**src/rtl/core/cic_mass_assignment_weights_core_defines.svh**
```systemverilog
// assertion macros shared by the cloud-in-cell weight core
// no dependencies; included by files that carry concurrent checks
`ifndef CIC_MASS_ASSIGNMENT_WEIGHTS_CORE_DEFINES_SVH
`define CIC_MASS_ASSIGNMENT_WEIGHTS_CORE_DEFINES_SVH

// same-cycle implication, checks suspended during reset
`define CMAW_ASSERT_NOW(label, clk, rst, ante, cons, msg) \
  label: assert property (@(posedge clk) disable iff (rst) (ante) |-> (cons)) else $error(msg);

// next-cycle implication, checks suspended during reset
`define CMAW_ASSERT_NEXT(label, clk, rst, ante, cons, msg) \
  label: assert property (@(posedge clk) disable iff (rst) (ante) |=> (cons)) else $error(msg);

`endif

```
**src/rtl/core/cmaw_pkg.sv**
```systemverilog
// shared constants and helpers for the cloud-in-cell weight core
// no dependencies
package cmaw_pkg;

  localparam logic [15:0] HALF_Q16  = 16'd32768;
  localparam logic [16:0] ONE_Q16   = 17'd65536;
  localparam logic [51:0] ROUND_W   = 52'h0_0000_8000_0000;
  localparam logic [2:0]  LAST_CORNER = 3'd7;

  typedef enum logic [2:0] {
    REG_GRID_NX  = 3'd0,
    REG_GRID_NY  = 3'd1,
    REG_GRID_NZ  = 3'd2,
    REG_INV_X    = 3'd3,
    REG_INV_Y    = 3'd4,
    REG_INV_Z    = 3'd5
  } cfg_reg_t;

  // shifted-axis mask per corner code: bit0 x, bit1 y, bit2 z
  function automatic logic [2:0] corner_axes(input logic [2:0] corner);
    logic [2:0] m;
    case (corner)
      3'd0:    m = 3'b000;
      3'd1:    m = 3'b001;
      3'd2:    m = 3'b010;
      3'd3:    m = 3'b100;
      3'd4:    m = 3'b011;
      3'd5:    m = 3'b101;
      3'd6:    m = 3'b110;
      3'd7:    m = 3'b111;
      default: m = 3'b000;
    endcase
    return m;
  endfunction

endpackage

```
**src/rtl/core/cmaw_axis.sv**
```systemverilog
// per-axis cell locator: home cell, wrapped neighbour, distance and range check
// depends on cmaw_pkg
module cmaw_axis import cmaw_pkg::*; #(
  parameter int GRID_BITS = 10
) (
  input  logic [39:0]          g_hi,   // grid coordinate, bits 63..24 of the product
  input  logic [GRID_BITS:0]   n,      // effective cell count
  output logic [GRID_BITS-1:0] home,
  output logic [GRID_BITS-1:0] nbr,
  output logic [15:0]          dr,
  output logic                 ok
);

  logic [23:0]          cell_no;
  logic [15:0]          f;
  logic                 up;
  logic                 down;
  logic [GRID_BITS:0]   home_inc;

  assign cell_no = g_hi[39:16];
  assign f       = g_hi[15:0];
  assign ok      = cell_no < 24'(n);
  assign home    = cell_no[GRID_BITS-1:0];

  always_comb begin
    if (f >= HALF_Q16) begin
      dr   = f - HALF_Q16;
      up   = (f != HALF_Q16);
      down = 1'b0;
    end else begin
      dr   = HALF_Q16 - f;
      up   = 1'b0;
      down = 1'b1;
    end
  end

  assign home_inc = {1'b0, home} + (GRID_BITS+1)'(1);

  always_comb begin
    if (up) begin
      nbr = (home_inc == n) ? '0 : home_inc[GRID_BITS-1:0];
    end else if (down) begin
      nbr = (home == '0) ? GRID_BITS'(n - (GRID_BITS+1)'(1)) : home - GRID_BITS'(1);
    end else begin
      nbr = home;
    end
  end

endmodule

```
**config.mk**
```make
export PLATFORM = sky130hd
export DESIGN_NAME = cmaw_axis
export DESIGN_NICKNAME = d
export VERILOG_FILES = /design/src/rtl/core/cic_mass_assignment_weights_core_defines.svh /design/src/rtl/core/cmaw_pkg.sv /design/src/rtl/core/cmaw_axis.sv
export SDC_FILE = /design/constraint.sdc
export NUM_CORES = 1
export LEC_CHECK = 0
export BUFFER_PORTS_ARGS = -buffer_cell sky130_fd_sc_hd__buf_2
export CELL_PAD_IN_SITES_DETAIL_PLACEMENT = 0
export CELL_PAD_IN_SITES_GLOBAL_PLACEMENT = 2
export CORE_UTILIZATION = 24
export DETAILED_ROUTE_END_ITERATION = 12
export PLACE_DENSITY = 0.82
export SLEW_MARGIN = 30
export SYNTH_ARGS = -nofsm -noshare
export SYNTH_HDL_FRONTEND = slang
export SYNTH_SLANG_ARGS = --single-unit
export TNS_END_PERCENT = 10
```
**constraint.sdc**
```tcl
create_clock -name vclk -period 3.5
set_clock_uncertainty 0.05 [all_clocks]
set_input_delay 0 -clock vclk [all_inputs]
set_output_delay 0 -clock vclk [all_outputs]
set_load 0.01 [all_outputs]
```
==> flow_summary.toml, run 1 <==
[finish]
fin_area_mm2 = 0.00208
final_layout_size_suffix_gt1_share_pct = 30.0
seq_cell_count = 0
finalNetCount = 385
diodes = 0
seq_area_um2 = 0
clkbuf_count = 0
n_fill_cell = 760
area_growth_pct = 23.9

[placed_design]
gp_congestion = 0.801
port_buffers = 88
dpl_cell_area_mm2 = 0.00208
hpwl_mm = 4.50

[worst_setup_path]
crit_required_ps = 3450
arrival_ps = 3040
critPathLaunchType = "input pin"
critPathSlowestCell = "or4b_1"
crit_type = "input pin to output pin"
cp_slowest_stage_delay_ps = 600
cp_num_buf_inv = 4
cp_cell_sequence = "buf_2 > inv_1 > ha_1 > or4b_1 > nor3_2 > buf_4 > mux2i_1 > ha_1 > nand2b_1 > a21oi_1 > and4b_1 > o21ai_0 > a22oi_1 > o21ai_1 > buf_2"
path_max_fanout = 9
cp_top_family = "simple AND/OR/NAND/NOR gates"
cp.depth = 15
crit_path_end_kind = "output pin"

[timing]
fin_crit_ps = 3090
max_freq_ghz = 0.323
slew_viol_final = 0
hold_viol = 0
min_period_over_period_pct = 88.4
worst_pin_slew_ps = 569
rsz0062_at_grt = "no"
setup_viol = 0
fin_tns_setup_ps = 0
max-slew-margin-rel_pct = 61.7

[grt]
grt_antenna_before_repair = 0
overflow = 0
grt_max_degree = 31
grt_use_total_pct = 14.5
grt_pass1_vias = 1861
grt_pass1_wl_mm = 8.91

[die]
die_w_um = 85.6
die_h_um = 85.6
start_util_pct = 24.8
rows = 30
core_mm2 = 0.00676
dieArea_mm2 = 0.00733
ios = 88

[yosys]
netlist_area_mm2 = 0.00168
syn_nets = 319
synth_adder_area_share_pct = 11.2
synth_compound_area_share_pct = 23.0
synth_area_per_cell_um2 = 6.63
yosysSeqAreaShare_pct = 0
muxShareOfSynthArea_pct = 5.44
synth_top_family_by_area = "simple AND/OR/NAND/NOR gates"
synthCells = 253
yosys.area_share.simple_pct = 30.9
synth-xor-area-share_pct = 16.7
yosysWarnings = 0
synthDistinctLibCells = 52

[power]
p_per_area_mw_per_mm2 = 113
ir_drop_v = 0.0000373
p_leak_uw = 0.000959

[min_path]
hold_class = "input pin to output pin"
worstHoldPathCells = 2

[run_status]
status = "completed"

[route]
drt-initial-drc-count = 102
vias = 2064
antenna_left = 0
wl_mm = 5.41
vias_per_cell = 5.20
first_pass_iters = 4
wl_per_cell_um = 13.6
drcViolationCount = 0

[clock_network]
post_cts_buffers = 0
post_cts_resized = 0
cts_hold_buf = 0

[job]
cap_violations = 0
[through the flow]
step / utilization [%] / std cells / hold slack [ps] / total power (uW) / worst slack (ps)
floorplan: - / 253 / 30.1 / 146 / 960
global placement: 30.8 / 397 / 192 / 237 / 576
detailed placement: 30.8 / 397 / 190 / 236 / 460
CTS: 30.8 / 397 / 191 / 238 / 452
global route: 30.8 / 397 / 208 / 263 / 158
finish: 30.8 / 397 / 187 / 235 / 406
[routing by layer]
metal  part of all wire, %  global-route usage (%)
met5                     0                       0
met1                    48                    20.7
met2                    46                    25.2
met3                   5.1                   0.674
met4                  0.39                   0.606
[layout by cell type (no fill, tap or decap), drive strengths merged, types with 2 or more instances in the layout]
| cell type | count |
|---|---|
| nand3 | 8 |
| o311ai | 3 |
| nor2b | 2 |
| xor2 | 18 |
| o221ai | 4 |
| a21oi | 12 |
| nand4 | 5 |
| nand4b | 2 |
| o21a | 3 |
| nand2 | 11 |
| buf | 89 |
| o21ai | 17 |
| nor3 | 8 |
| mux2i | 8 |
| or4 | 5 |
| nor4 | 9 |
| a31oi | 5 |
| a22oi | 2 |
| and3 | 3 |
| ha | 15 |
| xnor2 | 14 |
| inv | 18 |
| nor2 | 30 |
| o211ai | 2 |
| nand2b | 4 |
| or3 | 4 |
[cells in the mapped netlist, types with 3 or more instances]
cell type  number  area share (%)
nor2_1         30             6.7
inv_1          18             4.0
xor2_1         18             9.4
ha_1           15              11
xnor2_1        14             7.3
a21oi_1        11             3.3
buf_4          11             4.9
nand2_1        11             2.5
clkbuf_1        9             2.0
nor4_1          9             3.4
o21ai_0         9             2.7
mux2i_1         8             4.8
nand3_1         8             2.4
o21ai_1         8             2.4
nor3_1          7             2.1
a31oi_1         5             1.9
nand4_1         5             1.9
nand2b_1        4             1.5
or3_1           4             1.5
or4_1           4             1.8
and3_1          3             1.1
buf_2           3            0.89
o21a_1          3             1.3
o221ai_1        3             1.6
[report_power, final]
part,switching (uW),total (uW),internal (uW)
sequential,0,0,0
clock,0,0,0
combinational,135,235,100
total,135,235,100
[final cells by class]
type	count	area [um2]	share of cell area (%)
Multi-Input combinational cell	210	1460	70.4
Timing Repair Buffer	89	448	21.5
Tap cell	80	100	4.81
Inverter	18	67.6	3.25
[final timing paths]
check	startpoint	to	slack, ps
worst max-delay path	g_hi[16]	nbr[6]	410
worst min-delay path	g_hi[0]	dr[0]	190
[kinds of logic (layout without fill, tap and decap cells)]
family	count (synthesis)	after routing
and+or+nand+nor	97	97
AOI/OAI and AO/OA	57	57
buffers and inverters	43	107
xor gates and xnor gates	32	32
adders and majority gates	15	15
muxes	9	9
Note: power is estimated with default switching activity, not from simulation.
==> run 2, diff against run 1 <==
==> constraint.sdc (replaced) <==
create_clock -name vclk -period 3.5
set_clock_uncertainty 0.05 [all_clocks]
set_input_delay 0.35 -clock vclk [all_inputs]
set_output_delay 0.35 -clock vclk [all_outputs]
set_load 0.01 [all_outputs]
==> run 2 against run 1 <==
Against the previous run:
- critical path depth down 3
- combinational power up 6%
- wire length up 6.7%
- non-clock buffer count up 13
- cell count up 3.3%
- total power up 5.6%
- count of clock-buffer cells in the layout unchanged
- critical path type unchanged
- largest cell class unchanged
- largest power group unchanged
- highest routed layer is now met3
==> flow_summary.toml, run 2 (synthesized netlist as in run 1, its figures left out) <==
[placed_design]
hpwl_mm = 4.80
place_inst = 409
port_buffers = 88
gp_congestion = 0.818

[finish]
fin_cells = 410
finalNetCount = 398
final_layout_size_suffix_gt1_share_pct = 33.9
final_cell_mix = "buf_2 (88), nor2_1 (30), inv_1 (18), xor2_1 (18)"
n_fill_cell = 775
final_common_cell = "buf_2"
clkbuf_count = 0
diodes = 0
area_growth_pct = 30.9
seq_cell_count = 0
seq_area_um2 = 0

[worst_setup_path]
crit_top_cell = "buf_2"
critPathSlowestCell = "or4_4"
cp_cell_sequence = "buf_2 > inv_1 > ha_1 > or4b_4 > buf_4 > or4_4 > a21oi_4 > o311a_2 > nand4b_1 > xnor2_1 > o21ai_1 > buf_2"
path_max_fanout = 7
crit_required_ps = 3100
crit_path_end_kind = "output pin"
critPathLaunchType = "input pin"
arrival_ps = 2960
cp_slowest_stage_delay_ps = 520
crit_type = "input pin to output pin"

[power]
p_per_area_mw_per_mm2 = 113
power_uw = 248
p_leak_uw = 0.00103
ir_drop_v = 0.0000448

[timing]
rsz0062_at_grt = "no"
hold_viol = 0
max_freq_ghz = 0.298
slew_viol_final = 0
fin_tns_setup_ps = 0
min_period_over_period_pct = 95.9
fin_crit_ps = 3360
worst_pin_slew_ps = 682
setup_viol = 0
max-slew-margin-rel_pct = 54.1

[run_status]
status = "completed"

[die]
rows = 30
die_h_um = 85.6
die_w_um = 85.6
ios = 88
start_util_pct = 24.8
dieArea_mm2 = 0.00733
core_mm2 = 0.00676

[route]
wl_mm = 5.78
drcViolationCount = 0
antenna_left = 0
drt-initial-drc-count = 155
first_pass_iters = 4
wl_per_cell_um = 14.1
vias = 2109
vias_per_cell = 5.14

[grt]
use_met3_pct = 0.385
use_met1_pct = 22.8
grt_pass1_vias = 1885
grt_max_degree = 31
grt_pass1_wl_mm = 9.23
grt_antenna_before_repair = 0
busiest_layer = "met2"
grt_use_total_pct = 15.1
overflow = 0
grt_use_met2_pct = 25.2

[clock_network]
cts_hold_buf = 0

[job]
cap_violations = 0

[min_path]
hold_class = "input pin to output pin"
==> run 2: cell types whose count changed in the layout (fill, tap and decap cells not counted), sizes merged <==
cell | before | now
buf | 89 | 102
==> run 2: routing by layer <==
layer	part of all wire (%)	wire length, um	up-vias
li1	-	-	1068
met1	50	2860	976
met2	45	2610	65
met3	5.4	309	0
met4	0	0	0
met5	0	0	-
==> run 2: through the flow <==
stage                     setup slack (ps)  area, um2  hold slack [ps]  util (%)
after floorplan                        260       1680              730         -
after global placement                 159       2170              892      32.1
after detailed placement              45.0       2170              892      32.1
after CTS                             30.4       2170              893      32.1
after global routing                  12.9       2200              914      32.5
final                                  144       2200              888      32.5
==> run 2: timing repair <==
item / 4_1_cts / 5_1_grt
endpoints found under the setup margin: 0 / 4
buffers inserted: 0 / 1
resized for setup: 0 / 5
==> run 2: area by class of cell <==
cell class / count / area, um2 / area share, %
Timing Repair Buffer: 102 / 546 / 24.8
Inverter: 18 / 67.6 / 3.08
Tap cell: 80 / 100 / 4.56
Multi-Input combinational cell: 210 / 1480 / 67.5
==> run 2: worst paths after layout <==
path | to | slack, ps | from | cells after the start
setup / recovery | nbr[9] | 140 | g_hi[16] | 12
hold / removal | dr[0] | 890 | g_hi[0] | 2
==> run 2: worst max-delay path: cells and delay by family <==
family	cells	cell delay, ps
AOI/OAI and AO/OA	3	620
xor gates and xnor gates	1	150
adders and majority gates	1	160
buffers and inverters	4	540
and+or+nand+nor	3	1130
==> run 2: report_power, final <==
| group | internal [uW] | switching, uW | leakage, uW | total, uW |
|---|---|---|---|---|
| logic | 109 | 140 | 0.00103 | 248 |
| registers | 0 | 0 | 0 | 0 |
| clock network | 0 | 0 | 0 | 0 |
==> run 3, diff against run 2 <==
--- a/config.mk
+++ b/config.mk
@@ -5,11 +5,11 @@
 export SDC_FILE = /design/constraint.sdc
 export NUM_CORES = 1
 export LEC_CHECK = 0
-export BUFFER_PORTS_ARGS = -buffer_cell sky130_fd_sc_hd__buf_2
 export CELL_PAD_IN_SITES_DETAIL_PLACEMENT = 0
 export CELL_PAD_IN_SITES_GLOBAL_PLACEMENT = 2
-export CORE_UTILIZATION = 24
+export CORE_UTILIZATION = 34
 export DETAILED_ROUTE_END_ITERATION = 12
+export DONT_BUFFER_PORTS = 1
 export PLACE_DENSITY = 0.82
 export SLEW_MARGIN = 30
 export SYNTH_ARGS = -nofsm -noshare
==> run 3 against run 2 <==
Against the previous run:
- non-clock buffer count decreased by 99
- critical path depth is the same
- worst setup slack improved by 130 ps
- flip-flop and latch count unchanged
- first-iteration DRC count decreased by 51%
- final area fell by 25%
- total power shrank 45%
- worst hold slack got worse by 240 ps
- sequential share of layout area unchanged
- core utilization increased by 2.2 points
- combinational power down 45%
==> flow_summary.toml, run 3 (synthesized netlist as in run 1, its figures left out) <==
[run_status]
status = "completed"

[placed_design]
hpwl_mm = 3.84
port_buffers = 0
gp_congestion = 0.805

[route]
drcViolationCount = 0
vias = 1686
first_pass_iters = 4
wl_per_cell_um = 15.7
drt-initial-drc-count = 76
vias_per_cell = 5.66
antenna_left = 0
wl_mm = 4.68

[die]
die_w_um = 72.3
die_h_um = 72.3
dieArea_mm2 = 0.00522
core_mm2 = 0.00472
start_util_pct = 35.5
rows = 25
ios = 88

[worst_setup_path]
crit_type = "input pin to output pin"
arrival_ps = 2820
path_max_fanout = 9
crit_required_ps = 3100
critPathLaunchType = "input pin"
crit_path_end_kind = "output pin"

[finish]
final_common_cell = "nor2_1"
diodes = 0
area_growth_pct = -2.39
n_fill_cell = 520
final_cell_mix = "nor2_1 (30), inv_1 (18), xor2_1 (18), ha_1 (15), xnor2_1 (14)"
seq_cell_count = 0
final_layout_size_suffix_gt1_share_pct = 3.90
seq_area_um2 = 0
clkbuf_count = 0
finalNetCount = 299

[clock_network]
post_cts_buffers = 0
cts_hold_buf = 0
post_cts_resized = 0

[job]
cap_violations = 0

[timing]
hold_slack_ps = 650
worst_pin_slew_ps = 727
slew_viol_final = 0
max_freq_ghz = 0.310
rsz0062_at_grt = "no"
max-slew-margin-rel_pct = 51.1
min_period_over_period_pct = 92.1
setup_viol = 0
hold_viol = 0
fin_crit_ps = 3220
fin_tns_setup_ps = 0

[min_path]
hold_class = "input pin to output pin"
worstHoldPathCells = 0

[power]
power_uw = 137
p_per_area_mw_per_mm2 = 83.9
p_leak_uw = 0.000617
ir_drop_v = 0.0000258

[grt]
grt_antenna_before_repair = 0
grt_max_degree = 31
grt_pass1_wl_mm = 7.41
overflow = 0
grt_pass1_vias = 1525
grt_use_total_pct = 17.4
[run 3: path summary, 6_finish.rpt]
path / startpoint / to
max: g_hi[16] / nbr[6]
min: g_hi[25] / home[9]
[run 3: worst max-delay path, cell delays in order]
cell and delay, ps:
inv_1 80, ha_1 150, or4b_1 470, nor3_2 310, mux2i_1 270, ha_1 220, nand2b_1 80, a21oi_1 180
and4b_1 260, mux2i_1 200, a22oi_1 80, o21ai_1 170
[run 3: layout make-up]
cell class         count  area [um2]  share of cell area, %
inverters             18        67.6                   4.13
repair buffers         3        22.5                   1.38
multi-input cells    210        1460                   89.4
well taps             67        83.8                   5.12
[run 3: per-stage QoR]
step                      instances  setup WS [ps]  instance area (um2)  util [%]
after floorplan                 253            260                 1680         -
after global placement          298            362                 1640      34.7
after detailed placement        298            279                 1640      34.7
after CTS                       298            283                 1640      34.7
after global routing            298           33.5                 1640      34.7
final                           298            277                 1640      34.7
[run 3: metal layers]
layer	up-vias	share of wire, %	GRT usage, %
met5	-	0	0
met4	0	0.81	1.53
met3	4	8.5	3.47
met2	51	44	27.1
met1	764	46	25.4
li1	867	-	-
[run 3: power by group]
| part | leakage [uW] | internal, uW | switching [uW] |
|---|---|---|---|
| Clock | 0 | 0 | 0 |
| Sequential | 0 | 0 | 0 |
| Combinational | 0.000617 | 60.5 | 77.0 |
